**src/hw/rtl/bcg_pkg.sv**
```systemverilog
// Battery charge gauge: shared widths, reset values, register codes,
// discharge curve tables and the controller-to-datapath command word.
// No dependencies.
`timescale 1ns / 1ps

package bcg_pkg;

    // Default build parameters
    localparam int SAMPLES_DEF  = 16;
    localparam int ADC_BITS_DEF = 12;

    // Field and state widths
    localparam int SMP_W     = 12;
    localparam int SUM_W     = 20;
    localparam int GAIN_W    = 20;
    localparam int ALPHA_W   = 9;
    localparam int MV_W      = 15;
    localparam int PCT_W     = 7;
    localparam int Q8_W      = 15;
    localparam int CFG_IDX_W = 1;
    localparam int CFG_W     = 20;

    // Restoring divider for the curve interpolation: 12 quotient bits, 12-bit divisor
    localparam int QUO_W   = 12;
    localparam int DVS_W   = 12;
    localparam int DSH_W   = DVS_W + QUO_W - 1;
    localparam int STEP_W  = $clog2(QUO_W);

    // Gain product and voltage scaling
    localparam int PROD_W   = QUO_W + GAIN_W;
    localparam int MV_SHIFT = 16;
    localparam logic [MV_W-1:0] MV_SAT = 15'd32767;

    // Smoothing filter
    localparam logic [ALPHA_W-1:0] ALPHA_MAX = 9'd256;
    localparam int                 EPROD_W   = 26;
    localparam logic [Q8_W-1:0]    Q8_MAX    = 15'd25600;
    localparam logic [PCT_W-1:0]   PCT_MAX   = 7'd100;

    // Register reset values
    localparam logic [GAIN_W-1:0]  GAIN_RST  = 20'd292888;
    localparam logic [ALPHA_W-1:0] ALPHA_RST = 9'd64;

    // Register indexes
    localparam logic [CFG_IDX_W-1:0] CFG_GAIN  = 1'd0;
    localparam logic [CFG_IDX_W-1:0] CFG_ALPHA = 1'd1;

    // Discharge curve, top point first
    localparam int CURVE_N = 19;
    localparam int SEG_N   = CURVE_N - 1;
    localparam int SEG_W   = 5;

    function automatic logic [MV_W-1:0] curve_mv(input logic [SEG_W-1:0] idx);
        logic [MV_W-1:0] v;
        case (idx)
            5'd0:    v = 15'd16800;
            5'd1:    v = 15'd16600;
            5'd2:    v = 15'd16400;
            5'd3:    v = 15'd16200;
            5'd4:    v = 15'd16000;
            5'd5:    v = 15'd15800;
            5'd6:    v = 15'd15600;
            5'd7:    v = 15'd15400;
            5'd8:    v = 15'd15200;
            5'd9:    v = 15'd15000;
            5'd10:   v = 15'd14800;
            5'd11:   v = 15'd14600;
            5'd12:   v = 15'd14400;
            5'd13:   v = 15'd14200;
            5'd14:   v = 15'd14000;
            5'd15:   v = 15'd13800;
            5'd16:   v = 15'd13600;
            5'd17:   v = 15'd13200;
            default: v = 15'd12000;
        endcase
        return v;
    endfunction

    function automatic logic [PCT_W-1:0] curve_pct(input logic [SEG_W-1:0] idx);
        logic [PCT_W-1:0] v;
        case (idx)
            5'd0:    v = 7'd100;
            5'd1:    v = 7'd98;
            5'd2:    v = 7'd95;
            5'd3:    v = 7'd90;
            5'd4:    v = 7'd85;
            5'd5:    v = 7'd78;
            5'd6:    v = 7'd70;
            5'd7:    v = 7'd62;
            5'd8:    v = 7'd54;
            5'd9:    v = 7'd46;
            5'd10:   v = 7'd38;
            5'd11:   v = 7'd30;
            5'd12:   v = 7'd22;
            5'd13:   v = 7'd15;
            5'd14:   v = 7'd10;
            5'd15:   v = 7'd6;
            5'd16:   v = 7'd3;
            5'd17:   v = 7'd1;
            default: v = 7'd0;
        endcase
        return v;
    endfunction

    // Command word, controller to datapath
    typedef struct packed {
        logic acc;       // accept one sample into the sum
        logic grp_end;   // that sample closes the group: latch the group sum
        logic avg;       // group average by reciprocal multiply
        logic div_step;  // one restoring divide step
        logic mul;       // latch average, multiply by gain
        logic mv;        // saturate product to millivolts
        logic seg;       // locate curve segment
        logic num;       // build interpolation numerator, start divide
        logic pct;       // form instant percent
        logic ema_mul;   // smoothing multiply
        logic ema_add;   // smoothing accumulate
        logic out_load;  // load the result register
    } t_cmd;

endpackage

```
**src/hw/rtl/bcg_sample_if.sv**
```systemverilog
// Battery charge gauge: input channel carrying one ADC sample word.
// Depends on bcg_pkg.
`timescale 1ns / 1ps

interface bcg_sample_if;
    logic                     valid;
    logic                     ready;
    logic [bcg_pkg::SMP_W-1:0] adc_sample;

    modport source (output valid, output adc_sample, input ready);
    modport sink   (input valid, input adc_sample, output ready);
endinterface

```
**src/hw/rtl/bcg_result_if.sv**
```systemverilog
// Battery charge gauge: output channel carrying one result word.
// Depends on bcg_pkg.
`timescale 1ns / 1ps

interface bcg_result_if;
    logic                     valid;
    logic                     ready;
    logic [bcg_pkg::MV_W-1:0]  pack_millivolts;
    logic [bcg_pkg::PCT_W-1:0] charge_percent;
    logic [bcg_pkg::SMP_W-1:0] raw_average;

    modport source (output valid, output pack_millivolts, output charge_percent,
                    output raw_average, input ready);
    modport sink   (input valid, input pack_millivolts, input charge_percent,
                    input raw_average, output ready);
endinterface

```
**src/hw/rtl/bcg_ctrl.sv**
```systemverilog
// Battery charge gauge controller: sample counter, sequencing state machine,
// divide step counter and result valid flag. Depends on bcg_pkg.
`timescale 1ns / 1ps

module bcg_ctrl #(
    parameter int SAMPLES_PER_READING = bcg_pkg::SAMPLES_DEF
) (
    input  logic          i_clk,
    input  logic          i_rst_n,
    input  logic          i_in_valid,
    output logic          o_in_ready,
    output logic          o_out_valid,
    input  logic          i_out_ready,
    output bcg_pkg::t_cmd o_cmd
);

    localparam int CNT_W = (SAMPLES_PER_READING > 1) ? $clog2(SAMPLES_PER_READING) : 1;
    localparam logic [CNT_W-1:0] CNT_LAST = CNT_W'(SAMPLES_PER_READING - 1);
    localparam logic [bcg_pkg::STEP_W-1:0] STEP_LAST = bcg_pkg::STEP_W'(bcg_pkg::QUO_W - 1);

    localparam logic [3:0] S_IDLE = 4'd0;
    localparam logic [3:0] S_AVG  = 4'd1;
    localparam logic [3:0] S_MUL  = 4'd2;
    localparam logic [3:0] S_MV   = 4'd3;
    localparam logic [3:0] S_SEG  = 4'd4;
    localparam logic [3:0] S_NUM  = 4'd5;
    localparam logic [3:0] S_DIVP = 4'd6;
    localparam logic [3:0] S_PCT  = 4'd7;
    localparam logic [3:0] S_EMUL = 4'd8;
    localparam logic [3:0] S_EADD = 4'd9;
    localparam logic [3:0] S_FIN  = 4'd10;

    logic [3:0]                   r_state, n_state;
    logic [CNT_W-1:0]             r_cnt, n_cnt;
    logic [bcg_pkg::STEP_W-1:0]   r_step, n_step;
    logic                         r_valid, n_valid;
    logic                         out_free;

    assign out_free    = !r_valid || i_out_ready;
    assign o_in_ready  = (r_state == S_IDLE);
    assign o_out_valid = r_valid;

    // Sequencing
    always_comb begin
        n_state = r_state;
        n_cnt   = r_cnt;
        n_step  = r_step;
        o_cmd   = '0;
        unique case (r_state)
            S_IDLE: begin
                if (i_in_valid) begin
                    o_cmd.acc = 1'b1;
                    if (r_cnt == CNT_LAST) begin
                        o_cmd.grp_end = 1'b1;
                        n_cnt   = '0;
                        n_state = S_AVG;
                    end else begin
                        n_cnt = r_cnt + 1'b1;
                    end
                end
            end
            S_AVG: begin
                o_cmd.avg = 1'b1;
                n_state   = S_MUL;
            end
            S_MUL: begin
                o_cmd.mul = 1'b1;
                n_state   = S_MV;
            end
            S_MV: begin
                o_cmd.mv = 1'b1;
                n_state  = S_SEG;
            end
            S_SEG: begin
                o_cmd.seg = 1'b1;
                n_state   = S_NUM;
            end
            S_NUM: begin
                o_cmd.num = 1'b1;
                n_step    = '0;
                n_state   = S_DIVP;
            end
            S_DIVP: begin
                o_cmd.div_step = 1'b1;
                n_step = r_step + 1'b1;
                if (r_step == STEP_LAST) begin
                    n_state = S_PCT;
                end
            end
            S_PCT: begin
                o_cmd.pct = 1'b1;
                n_state   = S_EMUL;
            end
            S_EMUL: begin
                o_cmd.ema_mul = 1'b1;
                n_state       = S_EADD;
            end
            S_EADD: begin
                o_cmd.ema_add = 1'b1;
                n_state       = S_FIN;
            end
            S_FIN: begin
                // hold until the result register is free
                if (out_free) begin
                    o_cmd.out_load = 1'b1;
                    n_state        = S_IDLE;
                end
            end
            default: begin
                n_state = S_IDLE;
            end
        endcase
    end

    // Result valid: set on load, cleared when taken
    always_comb begin
        if (o_cmd.out_load) begin
            n_valid = 1'b1;
        end else if (i_out_ready) begin
            n_valid = 1'b0;
        end else begin
            n_valid = r_valid;
        end
    end

    always_ff @(posedge i_clk) begin
        if (!i_rst_n) begin
            r_state <= S_IDLE;
            r_cnt   <= '0;
            r_step  <= '0;
            r_valid <= 1'b0;
        end else begin
            r_state <= n_state;
            r_cnt   <= n_cnt;
            r_step  <= n_step;
            r_valid <= n_valid;
        end
    end

endmodule

```
**src/hw/rtl/bcg_dp.sv**
```systemverilog
// Battery charge gauge datapath: config registers, sample sum, group average
// multiply, restoring divider, gain multiply, curve lookup, smoothing filter,
// result register. Depends on bcg_pkg.
`timescale 1ns / 1ps

module bcg_dp #(
    parameter int SAMPLES_PER_READING = bcg_pkg::SAMPLES_DEF,
    parameter int ADC_BITS            = bcg_pkg::ADC_BITS_DEF
) (
    input  logic                         i_clk,
    input  logic                         i_rst_n,
    input  bcg_pkg::t_cmd                i_cmd,
    input  logic [bcg_pkg::SMP_W-1:0]    i_adc_sample,
    input  logic                         i_cfg_we,
    input  logic [bcg_pkg::CFG_IDX_W-1:0] i_cfg_idx,
    input  logic [bcg_pkg::CFG_W-1:0]    i_cfg_data,
    output logic [bcg_pkg::MV_W-1:0]     o_pack_millivolts,
    output logic [bcg_pkg::PCT_W-1:0]    o_charge_percent,
    output logic [bcg_pkg::SMP_W-1:0]    o_raw_average
);

    localparam int SMP_EFF = (ADC_BITS < bcg_pkg::SMP_W) ? ADC_BITS : bcg_pkg::SMP_W;
    localparam logic [bcg_pkg::SMP_W-1:0] SMP_MASK = bcg_pkg::SMP_W'((1 << SMP_EFF) - 1);
    localparam int NUM_W = bcg_pkg::MV_W + bcg_pkg::PCT_W + 1;
    localparam int SUM_W = bcg_pkg::SUM_W;
    localparam int DSH_W = bcg_pkg::DSH_W;
    localparam int QUO_W = bcg_pkg::QUO_W;
    localparam int MV_W  = bcg_pkg::MV_W;
    localparam int PCT_W = bcg_pkg::PCT_W;
    localparam int Q8_W  = bcg_pkg::Q8_W;
    localparam int EPROD_W = bcg_pkg::EPROD_W;
    localparam int SEG_W = bcg_pkg::SEG_W;

    // Group average: sum * ceil(2^K / N) >> K is an exact floor for any 20-bit sum
    localparam int AVG_K   = SUM_W + $clog2(SAMPLES_PER_READING);
    localparam int AVG_M_W = SUM_W + 1;
    localparam int AVG_P_W = SUM_W + AVG_M_W;
    localparam logic [AVG_M_W-1:0] AVG_M =
        AVG_M_W'(((64'd1 << AVG_K) + 64'(SAMPLES_PER_READING) - 64'd1)
                 / 64'(SAMPLES_PER_READING));

    // config
    logic [bcg_pkg::GAIN_W-1:0]  r_gain;
    logic [bcg_pkg::ALPHA_W-1:0] r_alpha;
    // accumulation and divider
    logic [SUM_W-1:0]            r_sum;
    logic [SUM_W-1:0]            r_rem;
    logic [DSH_W-1:0]            r_dsh;
    logic [QUO_W-1:0]            r_quo;
    // voltage and curve
    logic [bcg_pkg::SMP_W-1:0]   r_avg;
    logic [bcg_pkg::PROD_W-1:0]  r_prod;
    logic [MV_W-1:0]             r_mv;
    logic [SEG_W-1:0]            r_seg;
    logic                        r_hi;
    logic                        r_lo;
    logic [PCT_W-1:0]            r_base;
    logic [PCT_W-1:0]            r_pct;
    // smoothing
    logic signed [EPROD_W-1:0]   r_eprod;
    logic [Q8_W-1:0]             r_q8;
    logic                        r_primed;
    // result
    logic [MV_W-1:0]             r_out_mv;
    logic [PCT_W-1:0]            r_out_pct;
    logic [bcg_pkg::SMP_W-1:0]   r_out_avg;

    logic [bcg_pkg::SMP_W-1:0]   smp;
    logic [SUM_W-1:0]            sum_next;
    logic [AVG_P_W-1:0]          avg_prod;
    logic [DSH_W-1:0]            rem_ext;
    logic                        div_ge;
    logic [SEG_W-1:0]            seg_c;
    logic [SEG_W-1:0]            seg_lo_idx;
    logic [MV_W-1:0]             lv;
    logic [MV_W-1:0]             span;
    logic [PCT_W-1:0]            dp;
    logic [NUM_W-1:0]            num_full;
    logic [QUO_W:0]              pct_sum;
    logic [bcg_pkg::ALPHA_W-1:0] alpha_sat;
    logic signed [Q8_W:0]        diff;
    logic signed [EPROD_W-1:0]   delta;
    logic signed [EPROD_W-1:0]   q8_sum;
    logic [Q8_W:0]               shown_q8;
    logic [PCT_W:0]              shown;

    assign smp      = i_adc_sample & SMP_MASK;
    assign sum_next = r_sum + SUM_W'(smp);

    // Group average product, latched sum times the reciprocal
    assign avg_prod = AVG_P_W'(r_rem) * AVG_P_W'(AVG_M);

    // Divider step: compare remainder with shifted divisor
    assign rem_ext = DSH_W'(r_rem);
    assign div_ge  = (rem_ext >= r_dsh);

    // Segment search: lowest-numbered segment whose low point is at or below mv
    always_comb begin
        seg_c = '0;
        for (int i = bcg_pkg::SEG_N - 1; i >= 0; i--) begin
            if (r_mv >= bcg_pkg::curve_mv(SEG_W'(i + 1))) begin
                seg_c = SEG_W'(i);
            end
        end
    end

    // Interpolation terms for the chosen segment
    assign seg_lo_idx = r_seg + 1'b1;
    assign lv   = bcg_pkg::curve_mv(seg_lo_idx);
    assign span = bcg_pkg::curve_mv(r_seg) - lv;
    assign dp   = bcg_pkg::curve_pct(r_seg) - bcg_pkg::curve_pct(seg_lo_idx);
    assign num_full = NUM_W'({r_mv - lv, 1'b0}) * NUM_W'(dp) + NUM_W'(span);
    assign pct_sum  = (QUO_W + 1)'(r_base) + (QUO_W + 1)'(r_quo);

    // Smoothing terms
    assign alpha_sat = (r_alpha > bcg_pkg::ALPHA_MAX) ? bcg_pkg::ALPHA_MAX : r_alpha;
    assign diff   = $signed({1'b0, r_pct, 8'b0}) - $signed({1'b0, r_q8});
    assign delta  = (r_eprod + EPROD_W'(128)) >>> 8;
    assign q8_sum = $signed(EPROD_W'(r_q8)) + delta;

    // Displayed percent, rounded half up
    assign shown_q8 = (Q8_W + 1)'(r_q8) + (Q8_W + 1)'(128);
    assign shown    = shown_q8[Q8_W:8];

    // Config registers
    always_ff @(posedge i_clk) begin
        if (!i_rst_n) begin
            r_gain  <= bcg_pkg::GAIN_RST;
            r_alpha <= bcg_pkg::ALPHA_RST;
        end else if (i_cfg_we) begin
            unique case (i_cfg_idx)
                bcg_pkg::CFG_GAIN:  r_gain  <= i_cfg_data[bcg_pkg::GAIN_W-1:0];
                bcg_pkg::CFG_ALPHA: r_alpha <= i_cfg_data[bcg_pkg::ALPHA_W-1:0];
                default: ;
            endcase
        end
    end

    // Sample sum and filter state
    always_ff @(posedge i_clk) begin
        if (!i_rst_n) begin
            r_sum    <= '0;
            r_q8     <= '0;
            r_primed <= 1'b0;
        end else begin
            if (i_cmd.acc) begin
                r_sum <= i_cmd.grp_end ? '0 : sum_next;
            end
            if (i_cmd.ema_add) begin
                r_primed <= 1'b1;
                if (!r_primed) begin
                    r_q8 <= {r_pct, 8'b0};
                end else if (q8_sum < 0) begin
                    r_q8 <= '0;
                end else if (q8_sum > $signed(EPROD_W'(bcg_pkg::Q8_MAX))) begin
                    r_q8 <= bcg_pkg::Q8_MAX;
                end else begin
                    r_q8 <= q8_sum[Q8_W-1:0];
                end
            end
        end
    end

    // Group average, then the divider for the curve interpolation
    always_ff @(posedge i_clk) begin
        if (i_cmd.acc && i_cmd.grp_end) begin
            r_rem <= sum_next;
        end else if (i_cmd.avg) begin
            r_quo <= avg_prod[AVG_K+QUO_W-1:AVG_K];
        end else if (i_cmd.num) begin
            r_rem <= SUM_W'(num_full);
            r_dsh <= {bcg_pkg::DVS_W'({span, 1'b0}), (QUO_W - 1)'(0)};
            r_quo <= '0;
        end else if (i_cmd.div_step) begin
            if (div_ge) begin
                r_rem <= SUM_W'(rem_ext - r_dsh);
            end
            r_quo <= {r_quo[QUO_W-2:0], div_ge};
            r_dsh <= r_dsh >> 1;
        end
    end

    // Voltage, curve and smoothing pipeline steps
    always_ff @(posedge i_clk) begin
        if (i_cmd.mul) begin
            r_avg  <= r_quo;
            r_prod <= bcg_pkg::PROD_W'(r_quo) * bcg_pkg::PROD_W'(r_gain);
        end
        if (i_cmd.mv) begin
            r_mv <= r_prod[bcg_pkg::PROD_W-1] ? bcg_pkg::MV_SAT
                                              : r_prod[bcg_pkg::MV_SHIFT+MV_W-1:bcg_pkg::MV_SHIFT];
        end
        if (i_cmd.seg) begin
            r_seg <= seg_c;
            r_hi  <= (r_mv >= bcg_pkg::curve_mv(SEG_W'(0)));
            r_lo  <= (r_mv <= bcg_pkg::curve_mv(SEG_W'(bcg_pkg::CURVE_N - 1)));
        end
        if (i_cmd.num) begin
            r_base <= bcg_pkg::curve_pct(seg_lo_idx);
        end
        if (i_cmd.pct) begin
            priority if (r_hi) begin
                r_pct <= bcg_pkg::PCT_MAX;
            end else if (r_lo) begin
                r_pct <= '0;
            end else if (pct_sum > (QUO_W + 1)'(bcg_pkg::PCT_MAX)) begin
                r_pct <= bcg_pkg::PCT_MAX;
            end else begin
                r_pct <= pct_sum[PCT_W-1:0];
            end
        end
        if (i_cmd.ema_mul) begin
            r_eprod <= EPROD_W'(diff) * $signed(EPROD_W'(alpha_sat));
        end
    end

    // Result register
    always_ff @(posedge i_clk) begin
        if (i_cmd.out_load) begin
            r_out_mv  <= r_mv;
            r_out_avg <= r_avg;
            r_out_pct <= (shown > (PCT_W + 1)'(bcg_pkg::PCT_MAX)) ? bcg_pkg::PCT_MAX
                                                                  : shown[PCT_W-1:0];
        end
    end

    assign o_pack_millivolts = r_out_mv;
    assign o_charge_percent  = r_out_pct;
    assign o_raw_average     = r_out_avg;

endmodule

```
**src/hw/rtl/battery_charge_gauge_top.sv**
```systemverilog
// Battery charge gauge top level: joins the controller and the datapath to
// the sample and result channels and the config write port.
// Depends on bcg_pkg, bcg_sample_if, bcg_result_if, bcg_ctrl, bcg_dp.
//
//   channel    dir  handshake            word
//   i_sample   in   valid/ready          adc_sample[11:0]
//   o_result   out  valid/ready          pack_millivolts, charge_percent, raw_average
//   i_cfg_*    in   i_cfg_we, no wait    i_cfg_idx (0 gain, 1 alpha), i_cfg_data[19:0]
//
// Samples inside a group are taken one per cycle. The word that closes a
// group starts the processing (group average by reciprocal multiply,
// gain multiply, curve lookup, a 12-step restoring divide for the
// interpolation, smoothing multiply and add); the result register loads
// after that, and i_sample.ready stays low until it has loaded.
// If the previous result has not been taken, the block holds before loading.
// Synchronous active-low reset clears the sum, count, filter state and result valid flag, and resets the config.
`timescale 1ns / 1ps

module battery_charge_gauge_top #(
    parameter int SAMPLES_PER_READING = bcg_pkg::SAMPLES_DEF,
    parameter int ADC_BITS            = bcg_pkg::ADC_BITS_DEF
) (
    input  logic                          i_clk,
    input  logic                          i_rst_n,
    bcg_sample_if.sink                    i_sample,
    bcg_result_if.source                  o_result,
    input  logic                          i_cfg_we,
    input  logic [bcg_pkg::CFG_IDX_W-1:0] i_cfg_idx,
    input  logic [bcg_pkg::CFG_W-1:0]     i_cfg_data
);

    bcg_pkg::t_cmd cmd;

    bcg_ctrl #(
        .SAMPLES_PER_READING(SAMPLES_PER_READING)
    ) u_ctrl (
        .i_clk       (i_clk),
        .i_rst_n     (i_rst_n),
        .i_in_valid  (i_sample.valid),
        .o_in_ready  (i_sample.ready),
        .o_out_valid (o_result.valid),
        .i_out_ready (o_result.ready),
        .o_cmd       (cmd)
    );

    bcg_dp #(
        .SAMPLES_PER_READING(SAMPLES_PER_READING),
        .ADC_BITS           (ADC_BITS)
    ) u_dp (
        .i_clk             (i_clk),
        .i_rst_n           (i_rst_n),
        .i_cmd             (cmd),
        .i_adc_sample      (i_sample.adc_sample),
        .i_cfg_we          (i_cfg_we),
        .i_cfg_idx         (i_cfg_idx),
        .i_cfg_data        (i_cfg_data),
        .o_pack_millivolts (o_result.pack_millivolts),
        .o_charge_percent  (o_result.charge_percent),
        .o_raw_average     (o_result.raw_average)
    );

endmodule

```
**src/flat_wrapper.sv**
```systemverilog
// flat-port wrapper written by rule: the top's interface ports become plain ports
module battery_charge_gauge_top_flat 
#(
    parameter int SAMPLES_PER_READING = bcg_pkg::SAMPLES_DEF,
    parameter int ADC_BITS            = bcg_pkg::ADC_BITS_DEF
)
  (i_clk, i_rst_n, i_cfg_we, i_cfg_idx, i_cfg_data, i_sample_valid, i_sample_adc_sample, i_sample_ready, o_result_valid, o_result_pack_millivolts, o_result_charge_percent, o_result_raw_average, o_result_ready);
  bcg_sample_if i_sample_i ();
  bcg_result_if o_result_i ();
  input  logic i_clk;
  input  logic i_rst_n;
  input  logic i_cfg_we;
  input  logic [bcg_pkg::CFG_IDX_W-1:0] i_cfg_idx;
  input  logic [bcg_pkg::CFG_W-1:0] i_cfg_data;
  input wire logic [$bits(i_sample_i.valid)-1:0] i_sample_valid;
  input wire logic [$bits(i_sample_i.adc_sample)-1:0] i_sample_adc_sample;
  output wire logic [$bits(i_sample_i.ready)-1:0] i_sample_ready;
  output wire logic [$bits(o_result_i.valid)-1:0] o_result_valid;
  output wire logic [$bits(o_result_i.pack_millivolts)-1:0] o_result_pack_millivolts;
  output wire logic [$bits(o_result_i.charge_percent)-1:0] o_result_charge_percent;
  output wire logic [$bits(o_result_i.raw_average)-1:0] o_result_raw_average;
  input wire logic [$bits(o_result_i.ready)-1:0] o_result_ready;
  assign i_sample_i.valid = i_sample_valid;
  assign i_sample_i.adc_sample = i_sample_adc_sample;
  assign i_sample_ready = i_sample_i.ready;
  assign o_result_valid = o_result_i.valid;
  assign o_result_pack_millivolts = o_result_i.pack_millivolts;
  assign o_result_charge_percent = o_result_i.charge_percent;
  assign o_result_raw_average = o_result_i.raw_average;
  assign o_result_i.ready = o_result_ready;
  battery_charge_gauge_top #(.SAMPLES_PER_READING(SAMPLES_PER_READING), .ADC_BITS(ADC_BITS)) u_core (.i_clk(i_clk), .i_rst_n(i_rst_n), .i_sample(i_sample_i), .o_result(o_result_i), .i_cfg_we(i_cfg_we), .i_cfg_idx(i_cfg_idx), .i_cfg_data(i_cfg_data));
endmodule
```
**config.mk**
```make
export PLATFORM = sky130hd
export DESIGN_NAME = battery_charge_gauge_top_flat
export DESIGN_NICKNAME = d
export VERILOG_FILES = /design/src/hw/rtl/bcg_pkg.sv /design/src/hw/rtl/bcg_sample_if.sv /design/src/hw/rtl/bcg_result_if.sv /design/src/hw/rtl/bcg_ctrl.sv /design/src/hw/rtl/bcg_dp.sv /design/src/hw/rtl/battery_charge_gauge_top.sv /design/src/flat_wrapper.sv
export SDC_FILE = /design/constraint.sdc
export NUM_CORES = 2
export LEC_CHECK = 0
export BUFFER_PORTS_ARGS = -buffer_cell sky130_fd_sc_hd__buf_2
export CORE_ASPECT_RATIO = 1.4
export CORE_MARGIN = 4
export CORE_UTILIZATION = 66
export CTS_CLUSTER_DIAMETER = 80
export DETAILED_ROUTE_END_ITERATION = 10
export GPL_TIMING_DRIVEN = 0
export PLACE_DENSITY = 0.83
export SYNTH_ARGS = -nofsm -noshare
export SYNTH_HDL_FRONTEND = slang
export SYNTH_HIERARCHICAL = 1
export SYNTH_SLANG_ARGS = --single-unit
```
**constraint.sdc**
```tcl
create_clock -name i_clk -period 10.6 [get_ports i_clk]
set_input_delay 1.06 -clock i_clk [delete_from_list [all_inputs] [get_ports i_clk]]
set_output_delay 1.06 -clock i_clk [all_outputs]
set_load 0.02 [all_outputs]
```
==> impl_metrics.ini <==
[sta]
worst_pin_slew_ns = 1.20
clock.fmax_ghz = 0.0998
hold_violations = 0
holdWs_ns = 0.421
fin_crit_sh_pct = 94.5
grt_setup_unrepaired = no
setup_violations = 0
min_period_ns = 10.02
slew_violations = 0
worst_clock_skew_ns = 0.0158
slew_headroom_pct = 19.9

[drt]
drt-total-wl_um = 84300
wirelength_met1_um = 30900
wl_met3_um = 6900
vias = 25632
first_iter_violations = 1890
route.met2.wl_um = 40800
top_layer_used = met5
postRouteAntennaNets = 0
drc_errors = 0
dr.pass1.iters = 6
wl_per_cell_um = 19.9
via_per_inst = 6.04

[global_route]
grt_pass1_wl_um = 137000
antenna_found_initial = 2
grt_usage_pct = 33.9
overflow = 0
grt_max_degree = 35
grt_pass1_vias = 26524

[logic_synthesis]
synth_area_mm2 = 0.0310
syn_nets = 4165
syn_area_per_cell_um2 = 8.90
synth_top_area_cell = fa_1
synth_area_leaders = fa_1, edfxtp_1, ha_1, inv_1, nand2_1
yosysWarnings = 6
ys.flop_type = edfxtp_1
synth_edf_count = 172
synthArstFlopShare_pct = 0
synth_top_area_share_pct = 23.9
synth_seq_cells = 250
synth_cell_types = 101
synth_seq_area_share_pct = 21.7
synth_cells = 3489

[setup_path]
cp.arrival_ns = 10.32
critPathSlowestCell = fa_1
slowest_delay_ns = 0.56
crit_required_ns = 10.90
critical_path_class = flip-flop to flip-flop
end_kind = flip-flop
cp_max_fo = 10
path_common_cell = fa_1
start_kind = flip-flop

[clock_tree]
cts_tree = yes
cts_buffers = 29
clock_latency_ns = 0.57
clock-root-buffer = clkbuf_16
htree_levels = 1
cts.sinks = 250
holdBufCountCts = 0
clk_pin_slew_ns = 0.07
clock_path_buffers = 3

[layout]
final_common_cell = inv_1
syn2layout_area_growth_pct = 7.41
drive_gt1_share_pct = 5.99
fin_nets = 4279
final_cell_mix = inv_1, nand2_1, fa_1
nFillCells = 3605

[floorplan]
io-pin-count = 74
core_mm2 = 0.0463
dieArea_mm2 = 0.0506
die_y_um = 265
die_w_um = 191
start_util_pct = 67.0
num_rows = 93

[power]
p_leak_nw = 15.4
power_mw = 3.16
ir_drop_v = 0.000156
power.density_mw_per_mm2 = 94.8

[run_status]
status = finished, final reports clean

[job]
drv_cap = 0

[placement]
place.gp.congestion = 1.04
hpwl_um = 67100
port_buffers = 73

[hold_path]
hold_class = flip-flop to flip-flop
==> state kept, by name, indices dropped and copies added, names as in the netlist, 9 cells and up <==
signal and flops:
u_core/u_dp/r_dsh 23, u_core/u_dp/r_gain 20, u_core/u_dp/r_rem 20, u_core/u_dp/r_sum 20, u_core/u_dp/r_eprod 19, u_core/u_dp/r_prod 16, u_core/u_dp/o_pack_millivolts 15, u_core/u_dp/r_mv 15
u_core/u_dp/r_q8 15, u_core/u_dp/o_raw_average 12, u_core/u_dp/r_avg 12, u_core/u_dp/r_quo 12, u_core/u_dp/r_alpha 9
==> cell families (layout without fill, tap and decap cells) <==
family                     Yosys count  after routing  synth area share (%)
buffers and inverters              638            774                  7.83
xor gates and xnor gates           178            178                  5.11
AOI/OAI and AO/OA                  581            581                  12.3
adders and majority gates          638            638                  34.7
other                                0              1                     0
and+or+nand+nor                   1192           1192                  18.0
DFF                                250            250                  21.7
muxes                               12             12                 0.407
==> synthesized netlist by cell type (6+ instances only) <==
cell type	number
inv_1	494
nand2_1	449
fa_1	370
nor2_1	281
ha_1	268
edfxtp_1	172
a21oi_1	135
o21ai_0	126
clkbuf_1	125
and2_1	115
xnor2_1	113
dfxtp_1	78
xor2_1	62
nand3_1	59
nor3_1	58
nor2b_1	50
a21o_1	44
o21a_1	36
nand2b_1	33
or2_2	33
a21boi_0	32
a31oi_1	29
and3_1	25
o21ai_1	21
a211oi_1	19
o21bai_1	19
nand4_1	15
o31ai_1	13
or3_1	13
nor4_1	12
a22oi_1	11
o211ai_1	10
nor3b_1	9
o2111ai_1	9
and4_1	7
mux2i_1	7
buf_1	6
o211a_1	6
==> final timing paths <==
| kind | from | to | slack [ns] | depth (start not counted) |
|---|---|---|---|---|
| setup / recovery | u_core/u_dp/r_seg[0] | u_core/u_dp/r_rem[19] | 0.58 | 37 |
| hold / removal | u_core/u_dp/r_avg[10] | u_core/u_dp/o_raw_average[10] | 0.42 | 0 |
| setup reg to reg | u_core/u_dp/r_seg[0] | u_core/u_dp/r_rem[19] | 0.58 | 37 |
| hold reg to reg | u_core/u_dp/r_avg[10] | u_core/u_dp/o_raw_average[10] | 0.42 | 0 |
==> cell type report <==
type	count	area (um^2)	area share, %
timing repair buffer	83	459	1.38
clock inverter	19	234	0.702
inverter	500	1880	5.64
clock buffer	34	744	2.23
antenna	1	2.50	0.00750
multi-input combinational	2601	22000	65.9
buffer	138	563	1.69
tap	617	772	2.32
sequential	250	6730	20.2
==> per-layer routing <==
metal / global-route usage, % / vias up
met2: 56.9 / 1289
li1: - / 11695
met1: 42.1 / 12330
met3: 4.60 / 316
met4: 19.3 / 2
met5: 0 / -
==> report_power, final <==
group          total, mW  switching (mW)  leakage, nW  internal (mW)
logic               1.02           0.592         12.7          0.430
registers           1.10          0.0124         2.19           1.09
clock network       1.04           0.431        0.474          0.606
==> metrics by stage <==
step | setup TNS (ns) | util [%] | setup WS (ns) | std cells | instance area [um^2]
detailed placement | -0.297 | 69.7 | -0.200 | 4185 | 32300
finish | 0 | 72.0 | 0.583 | 4243 | 33300
floorplan | 0 | - | 1.43 | 3489 | 31000
CTS | 0 | 71.8 | 0.0466 | 4238 | 33300
global placement | -0.284 | 69.5 | -0.196 | 4179 | 32200
global route | 0 | 72.0 | 0.0241 | 4242 | 33300
==> what timing repair did <==
item                       in CTS  in global routing
setup endpoints to repair       3                  7
gates resized for setup         3                 21
setup buffers                   0                  4
==> critical path: cells and delay by family (launching register included) <==
kind	cells	cell delay (ns)
AO/OA/AOI/OAI	10	2.05
AND/OR/NAND/NOR	9	1.77
flip-flops	1	0.48
buffers and inverters	5	0.74
adder cells (fa/ha/maj)	9	3.56
XOR/XNOR	3	0.94
multiplexers	1	0.19
No activity file was read; power rests on OpenSTA's default activity.
